<file path="config.mk">
export PLATFORM = sky130hd
export DESIGN_NAME = bir_ctrl
export DESIGN_NICKNAME = d
export VERILOG_FILES = /design/src/hdl/bir_pkg.sv /design/src/hdl/bir_ctrl.sv
export SDC_FILE = /design/constraint.sdc
export NUM_CORES = 1
export LEC_CHECK = 0
export ABC_CLOCK_PERIOD_IN_PS = 5870
export BUFFER_PORTS_ARGS = -buffer_cell sky130_fd_sc_hd__clkbuf_2
export CAP_MARGIN = 10
export CORE_MARGIN = 2
export CORE_UTILIZATION = 51
export DETAILED_ROUTE_END_ITERATION = 8
export PLACE_DENSITY = 0.85
export SETUP_SLACK_MARGIN = 0.05
export SLEW_MARGIN = 40
export SYNTH_ARGS = -nofsm -noshare
export SYNTH_HDL_FRONTEND = slang
export SYNTH_SLANG_ARGS = --single-unit
</file>
<file path="constraint.sdc">
create_clock -name clk_i -period 5.87 [get_ports clk_i]
set_input_delay 1.174 -clock clk_i [delete_from_list [all_inputs] [get_ports clk_i]]
set_output_delay 1.174 -clock clk_i [all_outputs]
set_load 0.03 [all_outputs]
</file>
<file path="src/hdl/bir_pkg.sv">
// Shared types and constants of the bilinear image resize core.
package bir_pkg;

  // Configuration register indexes
  localparam logic [2:0] CFG_SRC_WIDTH  = 3'd0;
  localparam logic [2:0] CFG_SRC_HEIGHT = 3'd1;
  localparam logic [2:0] CFG_DST_WIDTH  = 3'd2;
  localparam logic [2:0] CFG_DST_HEIGHT = 3'd3;
  localparam logic [2:0] CFG_INTERP     = 3'd4;

  // Request types
  localparam logic REQ_LOAD  = 1'b0;
  localparam logic REQ_QUERY = 1'b1;

  // Size limits and internal widths
  localparam int unsigned DST_LIMIT = 4096;
  localparam int unsigned SIZE_W    = 13;
  localparam int unsigned COORD_W   = 12;

  // Controller state, one-hot
  typedef enum logic [12:0] {
    ST_IDLE  = 13'b0000000000001,
    ST_MULA  = 13'b0000000000010,
    ST_LDX   = 13'b0000000000100,
    ST_DIVX  = 13'b0000000001000,
    ST_LDY   = 13'b0000000010000,
    ST_DIVY  = 13'b0000000100000,
    ST_COORD = 13'b0000001000000,
    ST_READ  = 13'b0000010000000,
    ST_RWAIT = 13'b0000100000000,
    ST_HMUL  = 13'b0001000000000,
    ST_VMUL1 = 13'b0010000000000,
    ST_VMUL2 = 13'b0100000000000,
    ST_DONE  = 13'b1000000000000
  } state_e;

  // Commands from controller to datapath
  typedef struct packed {
    logic       load_write;
    logic       query_latch;
    logic       mul_a;
    logic       div_load;
    logic       div_step;
    logic       div_sel_y;
    logic       coord;
    logic       rd_en;
    logic [1:0] rd_idx;
    logic       hmul;
    logic       vmul1;
    logic       vmul2;
    logic       out_load;
  } cmd_t;

  // Status from datapath to controller
  typedef struct packed {
    logic div_last;
    logic nearest;
  } status_t;

endpackage

</file>
<file path="src/hdl/bir_ctrl.sv">
// Controller: sequences loads, coordinate mapping, neighbor reads and blending.
module bir_ctrl (
  input  logic              clk_i,
  input  logic              rst_ni,
  input  logic              in_valid_i,
  input  logic              in_req_type_i,
  output logic              in_ready_o,
  input  logic              out_ready_i,
  output logic              out_valid_o,
  output bir_pkg::cmd_t     cmd_o,
  input  bir_pkg::status_t  status_i
);
  bir_pkg::state_e state_q, state_d;
  logic [1:0] rd_cnt_q, rd_cnt_d;
  logic       out_valid_q, out_valid_d;
  logic       in_fire;
  logic       rd_last;

  assign in_ready_o  = (state_q == bir_pkg::ST_IDLE);
  assign in_fire     = in_valid_i && in_ready_o;
  assign out_valid_o = out_valid_q;
  assign rd_last     = status_i.nearest || (rd_cnt_q == 2'd3);

  // Next state and commands
  always_comb begin
    state_d     = state_q;
    rd_cnt_d    = rd_cnt_q;
    out_valid_d = out_valid_q;
    cmd_o       = '0;
    if (out_valid_q && out_ready_i) begin
      out_valid_d = 1'b0;
    end
    case (state_q)
      bir_pkg::ST_IDLE: begin
        if (in_fire) begin
          if (in_req_type_i == bir_pkg::REQ_LOAD) begin
            cmd_o.load_write = 1'b1;
          end else begin
            cmd_o.query_latch = 1'b1;
            state_d = bir_pkg::ST_MULA;
          end
        end
      end
      bir_pkg::ST_MULA: begin
        cmd_o.mul_a = 1'b1;
        state_d = bir_pkg::ST_LDX;
      end
      bir_pkg::ST_LDX: begin
        cmd_o.div_load = 1'b1;
        state_d = bir_pkg::ST_DIVX;
      end
      bir_pkg::ST_DIVX: begin
        cmd_o.div_step = 1'b1;
        if (status_i.div_last) state_d = bir_pkg::ST_LDY;
      end
      bir_pkg::ST_LDY: begin
        cmd_o.div_load  = 1'b1;
        cmd_o.div_sel_y = 1'b1;
        state_d = bir_pkg::ST_DIVY;
      end
      bir_pkg::ST_DIVY: begin
        cmd_o.div_step  = 1'b1;
        cmd_o.div_sel_y = 1'b1;
        if (status_i.div_last) state_d = bir_pkg::ST_COORD;
      end
      bir_pkg::ST_COORD: begin
        cmd_o.coord = 1'b1;
        rd_cnt_d = 2'd0;
        state_d = bir_pkg::ST_READ;
      end
      bir_pkg::ST_READ: begin
        cmd_o.rd_en  = 1'b1;
        cmd_o.rd_idx = rd_cnt_q;
        rd_cnt_d = rd_cnt_q + 2'd1;
        if (rd_last) state_d = bir_pkg::ST_RWAIT;
      end
      bir_pkg::ST_RWAIT: begin
        state_d = status_i.nearest ? bir_pkg::ST_DONE : bir_pkg::ST_HMUL;
      end
      bir_pkg::ST_HMUL: begin
        cmd_o.hmul = 1'b1;
        state_d = bir_pkg::ST_VMUL1;
      end
      bir_pkg::ST_VMUL1: begin
        cmd_o.vmul1 = 1'b1;
        state_d = bir_pkg::ST_VMUL2;
      end
      bir_pkg::ST_VMUL2: begin
        cmd_o.vmul2 = 1'b1;
        state_d = bir_pkg::ST_DONE;
      end
      bir_pkg::ST_DONE: begin
        // hold until the output register is free
        if (!out_valid_q || out_ready_i) begin
          cmd_o.out_load = 1'b1;
          out_valid_d = 1'b1;
          state_d = bir_pkg::ST_IDLE;
        end
      end
      default: state_d = bir_pkg::ST_IDLE;
    endcase
  end

  always_ff @(posedge clk_i or negedge rst_ni) begin
    if (!rst_ni) begin
      state_q     <= bir_pkg::ST_IDLE;
      rd_cnt_q    <= 2'd0;
      out_valid_q <= 1'b0;
    end else begin
      state_q     <= state_d;
      rd_cnt_q    <= rd_cnt_d;
      out_valid_q <= out_valid_d;
    end
  end
endmodule

</file>
==> flow_summary.json <==
{
  "ys_types": 41,
  "die_x_um": 50.2,
  "synthToLayoutAreaGrowth_pct": 13.0,
  "gp_congestion": 0.812,
  "ctsRootBufferMaster": "clkbuf_4",
  "worstHoldStart": "out_valid_o$_DFF_PN0_",
  "cap_violations": 0,
  "synth_warnings": 0,
  "maxSlewHeadroom_pct": 60.8,
  "ys_ff_latch": 16,
  "cts_tree": "built",
  "grt-ovfl-total": 0,
  "io_pins": 23,
  "post_cts_buffers": 0,
  "vias": 1003,
  "initial_core_util_pct": 54.9,
  "cp_max_fo": 9,
  "period_needed_ns": 3.44,
  "cp-startpoint": "state_q[9]$_DFFE_PN0P_",
  "place_area_um2": 1190,
  "yosys_most_used_dff": "dfrtp_1",
  "clkTransAtPathRegs_ns": 0.09,
  "vias_per_cell": 5.80,
  "numPortBuffers": 22,
  "post-route-cell-area_um2": 1230,
  "antenna_cells": 0,
  "firstDrtPassIters": 4,
  "status": "complete, no violations",
  "drc": 0,
  "finalSetupTns_ns": 0,
  "synth_seq_area_share_pct": 36.9,
  "nets": 155,
  "die-area_um2": 2520,
  "num_rows": 16,
  "wl_um": 2300,
  "start_kind": "flop",
  "post-place-ws_ns": 2.78,
  "worstReg2RegStart": "state_q[2]$_DFFE_PN0P_",
  "path_class": "reg -> out",
  "final_common_cell": "clkbuf_2",
  "cp.arrival_ns": 2.27,
  "grtUsageTotal_pct": 21.0,
  "antenna_left": 0,
  "finClkSkew_ns": 0.00230,
  "fin_total_pwr_uw": 377,
  "clk_path_buf_depth": 2,
  "rsz0062_at_grt": "false",
  "synth_cells": 127,
  "hold_violations": 0,
  "grt_pass1_vias": 938,
  "grt_first_pass_wirelength_um": 4110,
  "worst_ep_required_time_ns": 4.70,
  "synth_edf_count": 0,
  "hold_path.class": "reg -> reg",
  "cts_num_sinks": 16,
  "grt_max_degree": 17,
  "drt_iter0_markers": 33,
  "max_freq_mhz": 291,
  "dp_hpwl_um": 1670,
  "avgSynthCellArea_um2": 8.57,
  "die_h_um": 50.2,
  "min_period_over_period_pct": 58.6,
  "coreArea_um2": 1980,
  "mostFrequentLayoutCells": "clkbuf_2 (22), nor2_1 (16), dfrtp_1 (15)",
  "tightest_slew_ns": 0.582,
  "wl_per_cell_um": 13.3,
  "async_flop_share_pct": 100,
  "report.final.slew_viol_count": 0,
  "cts_resized": 0,
  "final_core_util_pct": 62.1,
  "antenna_found_initial": 0,
  "numCtsBuffers": 3,
  "insertion_delay_ns": 0.29,
  "hold_buffers": 0,
  "end_kind": "output port",
  "setup_viol": 0,
  "power.leakage_nw": 0.606,
  "powerDensity_nw_per_um2": 307,
  "setup_ws_ns": 2.43,
  "htreeDepth": 1,
  "peakVddDrop_mv": 0.189,
  "synth_area_um2": 1090,
  "syn-num-nets": 135,
  "drive_gt1_share_pct": 25.3
}
==> worst max-delay path, stage by stage (launching register included) <==
cell and delay (ns):
dfrtp_1 0.47, or4_4 0.59, nor2_1 0.23, nand2_1 0.17
nor4_1 0.26, clkbuf_2 0.25
==> synth_stat cells (all sizes together), types with 3 or more instances <==
cell,number,share of area (%)
o21ai,4,1.8
clkbuf,5,1.7
nand2,11,3.8
nand4,3,1.7
nor4,6,4.6
or4,3,2.8
and3,4,2.5
dfrtp,15,34
a21oi,6,2.8
inv,6,2.1
nor2b,3,1.7
nand2b,5,2.9
nor2,16,5.5
xnor2,3,2.4
nor3b,3,2.1
nor3,6,2.8
==> cell families after synthesis <==
family          Yosys count  share of synthesized area [%]
fa+ha+maj                 1                           1.15
flops                    16                           36.9
xor+xnor                  5                           4.02
compound gates           20                           13.1
buf+inv                  13                           5.63
simple gates             72                           39.2
==> registers in the layout, indices dropped and copies added (netlist names) <==
| name | cells |
|---|---|
| out_valid_o | 1 |
| rd_cnt_q | 2 |
| state_q | 13 |
==> final timing paths <==
check	end	slack (ns)	cells after the start
min in group asynchronous	state_q[10]$_DFFE_PN0P_	0.79	1
worst max register to register	state_q[6]$_DFFE_PN0P_	3.67	5
worst max-delay path	cmd_o[11]	2.43	5
worst min register to register	out_valid_o$_DFF_PN0_	0.56	2
worst min-delay path	out_valid_o$_DFF_PN0_	0.56	2
max in group asynchronous	state_q[0]$_DFFE_PN1P_	4.76	1
==> metal layers <==
metal	share of wire, %	track usage (%)
met1	45	28.2
met2	47	33.6
met3	6.1	3.57
met4	1.9	8.33
met5	0	0
==> power breakdown <==
| group | total, mW | switching [mW] | internal [mW] |
|---|---|---|---|
| registers | 0.146 | 0.0230 | 0.123 |
| clock network | 0.0735 | 0.0357 | 0.0378 |
| logic | 0.158 | 0.0987 | 0.0592 |
==> layout make-up <==
type,count,area (um^2)
multi-input combinational,98,626
clock buffer,4,36.3
timing repair buffer,22,110
sequential,16,402
inverter,6,22.5
fill,174,752
tap,27,33.8
==> metrics by stage <==
stage	hold slack, ns	cells
3_3_place_gp	0.515	169
2_1_floorplan	0.518	127
3_5_place_dp	0.539	169
5_1_grt	0.599	173
4_1_cts	0.566	173
6_report	0.556	173
Note: power is estimated with default switching activity, not from simulation.
